**src/rtl/ssw_pkg.sv**
```systemverilog
package ssw_pkg;

    // field widths
    localparam int DATA_W    = 32;
    localparam int CFG_W     = 31;
    localparam int DIFF_W    = DATA_W + 1;
    localparam int CFG_IDX_W = 2;

    // square root unit: radicand below 2^66, root of 33 bits
    localparam int SQ_W     = 33;
    localparam int SQ_IN_W  = 2 * SQ_W;
    localparam int SQ_REM_W = SQ_W + 3;

    // divider unit: 64-bit dividend, 33-bit divisor, quotient known below 2^31
    localparam int DIV_NUM_W = 64;
    localparam int DIV_DEN_W = 33;
    localparam int QUO_W     = DIV_NUM_W - DIV_DEN_W;

    // register indexes
    localparam logic [CFG_IDX_W-1:0] CFG_STANDOFF = 2'd0;
    localparam logic [CFG_IDX_W-1:0] CFG_SPEED    = 2'd1;
    localparam logic [CFG_IDX_W-1:0] CFG_FORCE    = 2'd2;

    // register reset values
    localparam logic [CFG_W-1:0] STANDOFF_RST = 31'd0;
    localparam logic [CFG_W-1:0] SPEED_RST    = 31'd4096000;
    localparam logic [CFG_W-1:0] FORCE_RST    = 31'd2048000;

    // offset length over 25 as (m * ceil(2^38 / 25)) >> 38, exact for m below 2^33;
    // the reciprocal is split in two halves so each product stays narrow
    localparam int SPD_RCP_W = 34;
    localparam int SPD_SPLIT = 17;
    localparam int SPD_SHIFT = 38;
    localparam int SPD_PRD_W = SQ_W + SPD_SPLIT;
    localparam int SPD_SUM_W = SQ_W + SPD_RCP_W;
    localparam int SPD_LAT   = 2;
    localparam logic [SPD_RCP_W-1:0] SPD_RECIP = 34'd10995116278;
    localparam logic [SPD_SPLIT-1:0] SPD_RECIP_LO = SPD_RECIP[SPD_SPLIT-1:0];
    localparam logic [SPD_RCP_W-SPD_SPLIT-1:0] SPD_RECIP_HI = SPD_RECIP[SPD_RCP_W-1:SPD_SPLIT];

    localparam logic [DATA_W-1:0] SAT_MAX = 32'h7fff_ffff;
    localparam logic [DATA_W-1:0] SAT_MIN = 32'h8000_0000;

    // magnitude of a 33-bit two's complement value
    function automatic logic [DIFF_W-1:0] mag33(input logic [DIFF_W-1:0] v);
        return v[DIFF_W-1] ? DIFF_W'(-v) : v;
    endfunction

    // clamp a 33-bit signed value into 32 bits
    function automatic logic [DATA_W-1:0] sat32(input logic [DIFF_W-1:0] v);
        logic [DATA_W-1:0] r;
        if (v[DIFF_W-1] != v[DIFF_W-2]) begin
            r = v[DIFF_W-1] ? SAT_MIN : SAT_MAX;
        end else begin
            r = v[DATA_W-1:0];
        end
        return r;
    endfunction

endpackage

```
**src/rtl/ssw_sqrt.sv**
```systemverilog
module ssw_sqrt (
    input  logic                        i_clk,
    input  logic [ssw_pkg::SQ_IN_W-1:0] i_rad,
    output logic [ssw_pkg::SQ_W-1:0]    o_root
);
    import ssw_pkg::*;

    logic [SQ_REM_W-1:0] r_rem  [SQ_W];
    logic [SQ_W-1:0]     r_root [SQ_W];
    logic [SQ_IN_W-1:0]  r_rad  [SQ_W];

    // one root bit per stage, digit by digit with remainder
    for (genvar k = 0; k < SQ_W; k++) begin : g_stage
        logic [SQ_REM_W-1:0] w_rem_in;
        logic [SQ_W-1:0]     w_root_in;
        logic [SQ_IN_W-1:0]  w_rad_in;
        logic [SQ_REM_W-1:0] w_cur;
        logic [SQ_REM_W-1:0] w_trial;
        logic                w_ge;
        logic [SQ_REM_W-1:0] n_rem;
        logic [SQ_W-1:0]     n_root;
        logic [SQ_IN_W-1:0]  n_rad;

        if (k == 0) begin : g_first
            assign w_rem_in  = '0;
            assign w_root_in = '0;
            assign w_rad_in  = i_rad;
        end else begin : g_next
            assign w_rem_in  = r_rem[k-1];
            assign w_root_in = r_root[k-1];
            assign w_rad_in  = r_rad[k-1];
        end

        always_comb begin
            w_cur   = {w_rem_in[SQ_REM_W-3:0], w_rad_in[SQ_IN_W-1 -: 2]};
            w_trial = {1'b0, w_root_in, 2'b01};
            w_ge    = (w_cur >= w_trial);
            n_rem   = w_ge ? SQ_REM_W'(w_cur - w_trial) : w_cur;
            n_root  = {w_root_in[SQ_W-2:0], w_ge};
            n_rad   = {w_rad_in[SQ_IN_W-3:0], 2'b00};
        end

        always_ff @(posedge i_clk) begin
            r_rem[k]  <= n_rem;
            r_root[k] <= n_root;
            r_rad[k]  <= n_rad;
        end
    end

    assign o_root = r_root[SQ_W-1];

endmodule

```
**config.mk**
```make
export PLATFORM = sky130hd
export DESIGN_NAME = ssw_sqrt
export DESIGN_NICKNAME = d
export VERILOG_FILES = /design/src/rtl/ssw_pkg.sv /design/src/rtl/ssw_sqrt.sv
export SDC_FILE = /design/constraint.sdc
export NUM_CORES = 2
export LEC_CHECK = 0
export BUFFER_PORTS_ARGS = -buffer_cell sky130_fd_sc_hd__buf_2
export CAP_MARGIN = 40
export CORE_ASPECT_RATIO = 0.7
export CORE_MARGIN = 5
export CORE_UTILIZATION = 40
export DETAILED_ROUTE_END_ITERATION = 10
export GPL_TIMING_DRIVEN = 0
export HOLD_SLACK_MARGIN = 0.15
export SLEW_MARGIN = 20
export SYNTH_ARGS = -nofsm -noshare
export SYNTH_HDL_FRONTEND = slang
export SYNTH_MEMORY_MAX_BITS = 65536
export SYNTH_SLANG_ARGS = --single-unit
export TNS_END_PERCENT = 50
```
**constraint.sdc**
```tcl
create_clock -name i_clk -period 3.77 [get_ports i_clk]
set_clock_uncertainty 0.15 [all_clocks]
set_input_delay 0.377 -clock i_clk [delete_from_list [all_inputs] [get_ports i_clk]]
set_output_delay 0.377 -clock i_clk [all_outputs]
set_load 0.005 [all_outputs]
```
==> impl_metrics.toml <==
[outcome]
status = "finished, final reports clean"

[cells_and_area]
fin_cells = 13361
final_common_cell = "dfxtp_1"
final_cell_mix = "dfxtp_1 (2645), inv_1 (749), nand2_1 (675), ha_1 (593), a21oi_1 (573)"
nets = 10628
nFillCells = 22050
drive_gt1_share_pct = 8.99
areaGrowthSynthToFinish_pct = 16.6

[logic_synthesis]
ys_seq_area_share_pct = 55.2
synth-edff-count = 0
synth_fp_nets = 10104
yosys_warnings = 0
ys.flop_type = "dfxtp_1"
syn_inst = 9441
ys_async_sr_fraction_pct = 0
synthDistinctLibCells = 93
synth_area_um2 = 96200
postSynthAreaPerCell_um2 = 10.2
ys_seq_elements = 2654

[timing]
period_needed_ns = 3.69
drv_slew = 0
finalSetupViolCount = 0
rsz0062_at_grt = "true"
fin_tns_setup_ns = 0
slew_headroom_pct = 40.7
worst_pin_slew_ns = 0.868
max_freq_mhz = 271
hold_viol = 0
finalCritPeriodShare_pct = 97.8

[routing]
postRouteAntennaNets = 0
drtIter0Drc = 4657
drc = 0
wl_per_cell_um = 16.2
vias = 66701
finalWirelength_mm = 216
dr.pass1.iters = 8
avgViaCountPerCell = 4.99

[power_and_ir_drop]
p_per_area_nw_per_um2 = 672
combPwrFrac_pct = 16.6
p_sw_share_pct = 27.8
p_sw_w = 0.0209
finalPower_w = 0.0754
ir_drop_mv = 0.460
clkPwrFrac_pct = 35.5
intPower_w = 0.0544
seqPwrFrac_pct = 47.8
p_leak_nw = 52.6

[clocking]
numCtsBuffers = 245
clock-sinks = 2654
htreeDepth = 4
clk_pin_slew_worst_paths_ns = 0.06
clock_path_buffers = 4
cts_tree = "built"
cts-root-buf = "clkbuf_16"
clkLatencyLatePin_ns = 0.90

[die]
row_count = 150
initial_utilization_pct = 40.3
fp.dieArea_um2 = 251000
ioPinCount = 100
die_w_um = 596
fp.dieH_um = 420
core_um2 = 239000

[worst_setup_path]
cp.buffers_inverters = 5
critical_path_required_ns = 4.33
path_max_fanout = 10
cp-end-kind = "flip-flop"
critPathMaxStageDelay_ns = 0.39
crit_arrival_ns = 4.25
critical_path_class = "flip-flop to flip-flop"
slowest_stage = "ha_1"
crit_cells = 15
rr_worst_depth = 15
crit_family = "compound AO/OA/AOI/OAI gates"
startpoint_type = "flip-flop"
path_cells = "inv_1 > ha_1 > nand3_1 > a21oi_1 > a211o_1 > a31oi_4 > nand2b_1 > a21oi_2 > a21o_1 > a311oi_2 > buf_4 > inv_1 > clkbuf_4 > buf_2 > a21oi_1"

[place]
numPortBuffers = 99
dp_cells = 12747
place_hpwl_mm = 164
place.gp.congestion = 0.927

[hold_path]
holdPathStages = 0
hp-class = "flip-flop to flip-flop"

[job]
max-cap-violations = 0

[grt]
grt_pass1_wl_mm = 344
grt_overflow = 0
grt_usage_pct = 16.7
antenna_found_initial = 6
grt_pass1_vias = 64606
grt_max_degree = 20
final timing paths:
check | slack, ns | start | end
worst max-delay path | 0.08 | r_root[28][3] | r_rem[0][1059]
worst min-delay path | 0.16 | r_root[23][12] | r_root[24][13]
worst max register to register | 0.08 | r_root[28][3] | r_rem[0][1059]
worst min register to register | 0.16 | r_root[23][12] | r_root[24][13]
power groups by stage:
stage / Combinational (W) / Clock [W] / Sequential, W
floorplan: 0.00937 / 0 / 0.0354
global placement: 0.0118 / 0 / 0.0366
detailed placement: 0.0120 / 0 / 0.0366
CTS: 0.0123 / 0.0277 / 0.0360
global route: 0.0140 / 0.0289 / 0.0366
finish: 0.0125 / 0.0268 / 0.0361
worst register-to-register path: stages (launching register included):
cell and delay, ns:
dfxtp_1 0.36, inv_1 0.06, ha_1 0.39, nand3_1 0.16, a21oi_1 0.25, a211o_1 0.20
a31oi_4 0.12, nand2b_1 0.20, a21oi_2 0.30, a21o_1 0.27, a311oi_2 0.15, buf_4 0.22
inv_1 0.07, clkbuf_4 0.24, buf_2 0.28, a21oi_1 0.12
layer usage:
metal | share of wire (%) | global-route usage, %
met5 | 0 | 0
met4 | 2.2 | 4.10
met3 | 6.6 | 2.98
met2 | 41 | 24.7
met1 | 51 | 25.2
registers in the layout, indices dropped and copies added (netlist names):
| register | cells |
|---|---|
| r_rad | 1056 |
| r_rem | 1037 |
| r_root | 561 |
cells in the mapped netlist, drive strengths merged (13+ instances only):
cell type	instances	share of area, %
nand4	89	0.58
a211oi	52	0.41
o21a	102	0.80
o21ai	514	2.7
a21o	279	2.2
nor3b	15	0.12
nor4	118	0.81
nand4b	17	0.16
o31ai	67	0.52
a21boi	26	0.20
a2111oi	15	0.14
xor2	469	4.3
o211ai	40	0.32
nand2	676	2.6
nor4b	16	0.17
a31oi	49	0.32
and2	28	0.18
nand3b	23	0.18
a21oi	596	3.1
dfxtp	2654	55
xnor2	401	3.7
and4	14	0.13
and3	65	0.42
nor2b	88	0.57
clkbuf	140	0.55
inv	752	2.9
or3	97	0.63
nand2b	105	0.68
mux2	62	0.73
nand3	144	0.75
buf	23	0.11
or2	44	0.29
a31o	14	0.13
nor2	571	2.2
ha	596	7.8
or4	62	0.49
o41ai	13	0.12
nor3	220	1.2
o21bai	49	0.38
kinds of logic (layout without fill, tap and decap cells):
kind of cell	after synthesis	in the layout	share of synthesized area (%)
AO/OA/AOI/OAI	1928	1928	12.3
XOR/XNOR	870	870	7.92
adder cells (fa/ha/maj)	596	596	7.75
buffers and inverters	916	1641	3.59
flip-flops	2654	2654	55.2
multiplexers	71	71	0.820
other	1	4	0.00390
AND/OR/NAND/NOR	2405	2405	12.3
final cells by class:
class | instances | area (um2) | area share [%]
sequential | 2654 | 53100 | 47.4
multi-input combinational | 5871 | 40300 | 36.0
clock buffer | 315 | 6860 | 6.11
tap | 3192 | 3990 | 3.56
inverter | 753 | 2840 | 2.53
timing repair buffer | 283 | 2210 | 1.97
clock inverter | 133 | 2050 | 1.83
buffer | 157 | 749 | 0.668
antenna | 3 | 7.51 | 0.00669
metrics by stage:
step	instance area, um2	hold slack [ns]	worst slack, ns	util (%)
6_report	112000	0.158	0.0837	47.0
5_1_grt	112000	0.159	-0.0727	46.9
4_1_cts	111000	0.157	-0.0442	46.6
3_5_place_dp	101000	0.162	-0.953	42.2
3_3_place_gp	101000	0.159	-1.49	42.1
2_1_floorplan	96200	0.160	0.444	-
timing repair:
item | 4_1_cts | 5_1_grt
hold buffers | 137 | 0
setup buffers | 7 | 23
gates resized for setup | 113 | 199
endpoints found under the setup margin | 478 | 607
pin swaps | 8 | 23
endpoints found under the hold margin | 71 | 0
(Power assumes the default switching activity.)
