File: src/rtl/ssw_pkg.sv
package ssw_pkg;

    // field widths
    localparam int DATA_W    = 32;
    localparam int CFG_W     = 31;
    localparam int DIFF_W    = DATA_W + 1;
    localparam int CFG_IDX_W = 2;

    // square root unit: radicand below 2^66, root of 33 bits
    localparam int SQ_W     = 33;
    localparam int SQ_IN_W  = 2 * SQ_W;
    localparam int SQ_REM_W = SQ_W + 3;

    // divider unit: 64-bit dividend, 33-bit divisor, quotient known below 2^31
    localparam int DIV_NUM_W = 64;
    localparam int DIV_DEN_W = 33;
    localparam int QUO_W     = DIV_NUM_W - DIV_DEN_W;

    // register indexes
    localparam logic [CFG_IDX_W-1:0] CFG_STANDOFF = 2'd0;
    localparam logic [CFG_IDX_W-1:0] CFG_SPEED    = 2'd1;
    localparam logic [CFG_IDX_W-1:0] CFG_FORCE    = 2'd2;

    // register reset values
    localparam logic [CFG_W-1:0] STANDOFF_RST = 31'd0;
    localparam logic [CFG_W-1:0] SPEED_RST    = 31'd4096000;
    localparam logic [CFG_W-1:0] FORCE_RST    = 31'd2048000;

    // offset length over 25 as (m * ceil(2^38 / 25)) >> 38, exact for m below 2^33;
    // the reciprocal is split in two halves so each product stays narrow
    localparam int SPD_RCP_W = 34;
    localparam int SPD_SPLIT = 17;
    localparam int SPD_SHIFT = 38;
    localparam int SPD_PRD_W = SQ_W + SPD_SPLIT;
    localparam int SPD_SUM_W = SQ_W + SPD_RCP_W;
    localparam int SPD_LAT   = 2;
    localparam logic [SPD_RCP_W-1:0] SPD_RECIP = 34'd10995116278;
    localparam logic [SPD_SPLIT-1:0] SPD_RECIP_LO = SPD_RECIP[SPD_SPLIT-1:0];
    localparam logic [SPD_RCP_W-SPD_SPLIT-1:0] SPD_RECIP_HI = SPD_RECIP[SPD_RCP_W-1:SPD_SPLIT];

    localparam logic [DATA_W-1:0] SAT_MAX = 32'h7fff_ffff;
    localparam logic [DATA_W-1:0] SAT_MIN = 32'h8000_0000;

    // magnitude of a 33-bit two's complement value
    function automatic logic [DIFF_W-1:0] mag33(input logic [DIFF_W-1:0] v);
        return v[DIFF_W-1] ? DIFF_W'(-v) : v;
    endfunction

    // clamp a 33-bit signed value into 32 bits
    function automatic logic [DATA_W-1:0] sat32(input logic [DIFF_W-1:0] v);
        logic [DATA_W-1:0] r;
        if (v[DIFF_W-1] != v[DIFF_W-2]) begin
            r = v[DIFF_W-1] ? SAT_MIN : SAT_MAX;
        end else begin
            r = v[DATA_W-1:0];
        end
        return r;
    endfunction

endpackage

File: src/rtl/ssw_div.sv
module ssw_div (
    input  logic                          i_clk,
    input  logic [ssw_pkg::DIV_NUM_W-1:0] i_num,
    input  logic [ssw_pkg::DIV_DEN_W-1:0] i_den,
    output logic [ssw_pkg::QUO_W-1:0]     o_quo
);
    import ssw_pkg::*;

    logic [DIV_DEN_W-1:0] r_rem [QUO_W];
    logic [QUO_W-1:0]     r_low [QUO_W];
    logic [DIV_DEN_W-1:0] r_den [QUO_W];
    logic [QUO_W-1:0]     r_quo [QUO_W];

    // restoring division, one quotient bit per stage
    for (genvar k = 0; k < QUO_W; k++) begin : g_stage
        logic [DIV_DEN_W-1:0] w_rem_in;
        logic [QUO_W-1:0]     w_low_in;
        logic [DIV_DEN_W-1:0] w_den_in;
        logic [QUO_W-1:0]     w_quo_in;
        logic [DIV_DEN_W:0]   w_t;
        logic                 w_ge;
        logic [DIV_DEN_W-1:0] n_rem;
        logic [QUO_W-1:0]     n_low;
        logic [QUO_W-1:0]     n_quo;

        if (k == 0) begin : g_first
            assign w_rem_in = i_num[DIV_NUM_W-1 -: DIV_DEN_W];
            assign w_low_in = i_num[QUO_W-1:0];
            assign w_den_in = i_den;
            assign w_quo_in = '0;
        end else begin : g_next
            assign w_rem_in = r_rem[k-1];
            assign w_low_in = r_low[k-1];
            assign w_den_in = r_den[k-1];
            assign w_quo_in = r_quo[k-1];
        end

        always_comb begin
            w_t   = {w_rem_in, w_low_in[QUO_W-1]};
            w_ge  = (w_t >= {1'b0, w_den_in});
            n_rem = w_ge ? DIV_DEN_W'(w_t - {1'b0, w_den_in}) : w_t[DIV_DEN_W-1:0];
            n_low = {w_low_in[QUO_W-2:0], 1'b0};
            n_quo = {w_quo_in[QUO_W-2:0], w_ge};
        end

        always_ff @(posedge i_clk) begin
            r_rem[k] <= n_rem;
            r_low[k] <= n_low;
            r_den[k] <= w_den_in;
            r_quo[k] <= n_quo;
        end
    end

    assign o_quo = r_quo[QUO_W-1];

endmodule

File: config.mk
export PLATFORM = sky130hd
export DESIGN_NAME = ssw_div
export DESIGN_NICKNAME = d
export VERILOG_FILES = /design/src/rtl/ssw_pkg.sv /design/src/rtl/ssw_div.sv
export SDC_FILE = /design/constraint.sdc
export NUM_CORES = 2
export LEC_CHECK = 0
export CORE_ASPECT_RATIO = 1.25
export CORE_MARGIN = 5
export CORE_UTILIZATION = 57
export CTS_CLUSTER_DIAMETER = 40
export DETAILED_ROUTE_END_ITERATION = 12
export DONT_BUFFER_PORTS = 1
export PLACE_DENSITY = 0.76
export SYNTH_ARGS = -nofsm -noshare
export SYNTH_HDL_FRONTEND = slang
export SYNTH_SLANG_ARGS = --single-unit
File: constraint.sdc
create_clock -name i_clk -period 3.9 [get_ports i_clk]
set_clock_uncertainty 0.15 [all_clocks]
set_input_delay 0.78 -clock i_clk [delete_from_list [all_inputs] [get_ports i_clk]]
set_output_delay 0.78 -clock i_clk [all_outputs]
set_load 0.02 [all_outputs]
==> Flow_metrics.wiki <==
{| class="wikitable"
! Metric !! Value
|-
| Fraction of final layout cells sized beyond drive strength 1 || between 10% and 20%
|-
| Cell-internal power || 88.8 mW
|-
| H-tree level count || 5
|-
| Number of detailed-routing iterations run before antenna repair || 9
|-
| Transition time at the pin with the least slew margin || around 1.0 ns
|-
| Die extent in x || roughly 430 um
|-
| Top library cells by usage in the layout, fill and taps aside || 2940 x dfxtp_1, 1272 x inv_1, 1183 x a21oi_1, 1023 x ha_1, 895 x nand2_1
|-
| Count of endpoints failing setup in the final report || 0
|-
| Avg Cell Area, Syn || ~9.5 um2
|-
| Maximum number of pins on one net before global-route repair || 57
|-
| Fraction of power consumed by sequential logic || roughly 31%
|-
| Count of cell instances traversed by the critical path || 18
|-
| Kind of path behind the tightest hold check || input pin to flop
|-
| Number of distinct standard cells referenced by the synthesized netlist || 99
|-
| Cell count after placement || between 15000 and 20000
|-
| Site Rows || 190
|-
| Critical-path top delay cell || fa_2
|-
| Total nets after synthesis || about 14000
|-
| Net switching power of the design || 56.8 mW
|-
| Maximum count of clock buffers along a single path || 4
|-
| Leading cell type in the layout, fill and taps excluded || dfxtp_1
|-
| HPWL after detailed placement || 261 mm
|-
| Tmin final || ~3.8 ns
|-
| Startpoint of the tightest hold check path || i_num[31]
|-
| Capture point of the worst reg-to-reg path || r_rem[1][106]$_DFF_P_
|-
| Global route overflow || 0
|-
| Core area || approximately 210000 um2
|-
| Clock sinks || roughly 2900
|-
| Starting density of the core || 57.3%
|-
| Cells after synthesis || roughly 13000
|-
| Slowest cell delay on critical path || 0.36 ns
|-
| WL met1 || 116 mm
|-
| Total global-route track usage || between 20% and 30%
|-
| Number of global-route vias before repair || a little under 100k
|-
| CP startpoint || r_low[18][29]$_DFF_P_
|-
| Clock Root Buffer || clkbuf_16
|-
| Clock slew at the register clock pins of the worst setup and hold paths || ~0.06 ns
|-
| Cell types with the largest area share after synthesis || dfxtp_1 48%, ha_1 10%, a21oi_1 4.9%
|-
| Met3 wire len || 14.0 mm
|-
| Placed standard-cell area || between 100000 and 150000 um2
|-
| Synth Warn # || 0
|-
| Mean number of vias per cell || 5.63
|-
| Post-synthesis instance area || 123000 um2
|-
| Setup CP Type || flop to flop
|-
| Placer Congestion || a little over 1
|-
| Post-route ant nets || 0
|-
| Critical path endpoint category || flop
|-
| Flop-to-flop setup slack || slightly below 0.08 ns
|-
| Highest metal used || met5
|-
| Worst EP required || 4.51 ns
|-
| Dominant synthesized flop cell || dfxtp_1
|-
| Insertion delay to the later sink of the worst-skew pair || 0.89 ns
|-
| Routed length per placed instance || a little over 20 um
|-
| Share of synthesized flip-flops with an asynchronous set or reset || 0%
|-
| Final Util || between 60% and 70%
|-
| Count of flip-flops with a built-in enable after synthesis || 0
|-
| Area of all placed cells without fillers || ~140000 um2
|-
| CTS tree || yes
|-
| Series of cell instances along the critical path || inv_1, ha_1, inv_1, fa_2, a21oi_2, o21ai_1, and2_4, o41ai_2, buf_4, o31a_1, buf_12, o21ai_1, nand4_1, nand4_1, a311oi_4, buf_6, buf_12, mux2_2
|-
| Post-synthesis register bit count || 2941
|-
| Initial antenna violation count || 32
|-
| Fin cells || between 15000 and 20000
|-
| Area growth from synthesis to final layout || 16.5%
|-
| Most area-hungry cell type in the Yosys netlist || dfxtp_1
|-
| Proportion of power drawn by the clock network || a little under a quarter
|-
| Cell leakage power || between 60 and 70 nW
|-
| Number of remaining DRC errors || 0
|-
| Count of routing violations after the opening detailed-route iteration || between 5000 and 6000
|-
| First-pass GRT wire length || 522 mm
|-
| Switching share of power || 39.0%
|-
| Number of slew-limit violations in the final report || 0
|-
| Cell count of the worst reg-to-reg path || 18
|-
| Fin Hold WS || around 0.11 ns
|-
| Buffers added on ports || 0
|-
| Total via count after detailed routing || approximately 94000
|-
| Routed wire length || about 340 mm
|-
| Worst path bufs/invs || 6
|-
| CTS buffer count || 343
|-
| Capture point of the worst path || r_rem[1][106]$_DFF_P_
|-
| Highest achievable clock rate || between 200 and 300 MHz
|-
| Number of max-cap violations || 0
|-
| Area share of the largest cell type after synthesis || roughly 48%
|-
| Die height || approximately 530 um
|-
| Post-route fraction of the period consumed by the critical path || a little under 100%
|-
| Arrival time at the worst endpoint || roughly 4.4 ns
|-
| Critical path startpoint category || flop
|-
| Combinational Power Share || a little under half
|-
| Area of the die || 225000 um2
|-
| Pwr/cell area || ~1000 nW/um2
|-
| Final net count || ~15000
|-
| Worst-path fanout max || 10
|-
| Worst IR drop on VDD || roughly 530 uV
|-
| Count of endpoints failing hold in the final timing report || 0
|-
| Run status || complete, no violations
|-
| Sequential share of the synthesized area || 47.9%
|-
| Number of primary I/O pins || between 100 and 150
|-
| Reg2reg start || r_low[18][29]$_DFF_P_
|-
| Family with the most delay on the worst path || compound AO/OA/AOI/OAI gates
|-
| Met2 wire length || 177 mm
|-
| Relative slew slack || 30.2%
|}
[metal layers]
layer  track usage [%]  vias up
li1                  -    45800
met3              4.41     1273
met4              23.0        2
met1              27.6    44300
met5                 0        -
met2              55.5     2810
[cells in the mapped netlist (180+ instances only)]
library cell,n
nor2_1,728
nand2_1,896
inv_1,1273
a21o_1,508
clkbuf_1,275
ha_1,1023
xnor2_1,518
o21ai_1,180
nand3_1,216
dfxtp_1,2941
xor2_1,346
a21oi_1,1203
o21ai_0,668
[how the worst min path moves through the flow]
stage                                  endpoint  slack (ns)  depth (start not counted)
after floorplan           r_low[10][10]$_DFF_P_        0.16                          0
after global placement    r_low[22][23]$_DFF_P_        0.16                          0
after detailed placement   r_low[7][17]$_DFF_P_        0.16                          0
after CTS                   r_rem[0][1]$_DFF_P_      0.0009                          2
after global routing        r_rem[0][1]$_DFF_P_        0.09                          2
final                       r_rem[0][1]$_DFF_P_        0.11                          2
[final cells by class]
class / instances / area [um2]
fill: 16900 / 71300
sequential: 2941 / 58900
multi-input combinational: 8352 / 58500
clock buffer: 417 / 9340
timing repair buffer: 579 / 5260
inverter: 1278 / 4800
tap: 2880 / 3600
clock inverter: 214 / 2610
antenna: 50 / 125
[kinds of logic after synthesis]
kind of cell | Yosys count | synth area share (%)
multiplexers | 277 | 2.52
AO/OA/AOI/OAI | 3459 | 17.2
adder cells (fa/ha/maj) | 1053 | 10.9
AND/OR/NAND/NOR | 2698 | 10.3
XOR/XNOR | 864 | 6.16
buffers and inverters | 1611 | 5.01
flip-flops | 2941 | 47.9
[repair_timing]
item                       in CTS  in global routing
hold buffers                   98                  0
setup buffers                   3                 33
pin swaps                       4                 30
cloned                          1                  9
resized for setup              10                 89
hold endpoints to repair       96                  0
setup endpoints to repair      95                499
[through the flow]
stage | total power, mW | TNS (ns) | setup slack, ns
global route | 155 | -0.155 | -0.0380
global placement | 109 | -13.10 | -0.365
CTS | 144 | 0 | 0.00377
detailed placement | 110 | -11.37 | -0.384
floorplan | 90.1 | 0 | 0.0109
finish | 146 | 0 | 0.0788
[state kept, by name (all words and copies together), names as in the netlist]
signal	flops
r_low	465
r_quo	496
r_rem	990
r_den	990
[power by group through the flow]
| stage | clock network [mW] | registers (mW) | logic, mW |
|---|---|---|---|
| 2_1_floorplan | 0 | 42.7 | 47.4 |
| 3_3_place_gp | 0 | 45.6 | 63.0 |
| 3_5_place_dp | 0 | 45.7 | 64.4 |
| 4_1_cts | 33.5 | 45.2 | 65.4 |
| 5_1_grt | 35.0 | 45.9 | 73.9 |
| 6_report | 32.9 | 45.2 | 67.4 |
No activity file was read; power rests on OpenSTA's default activity.
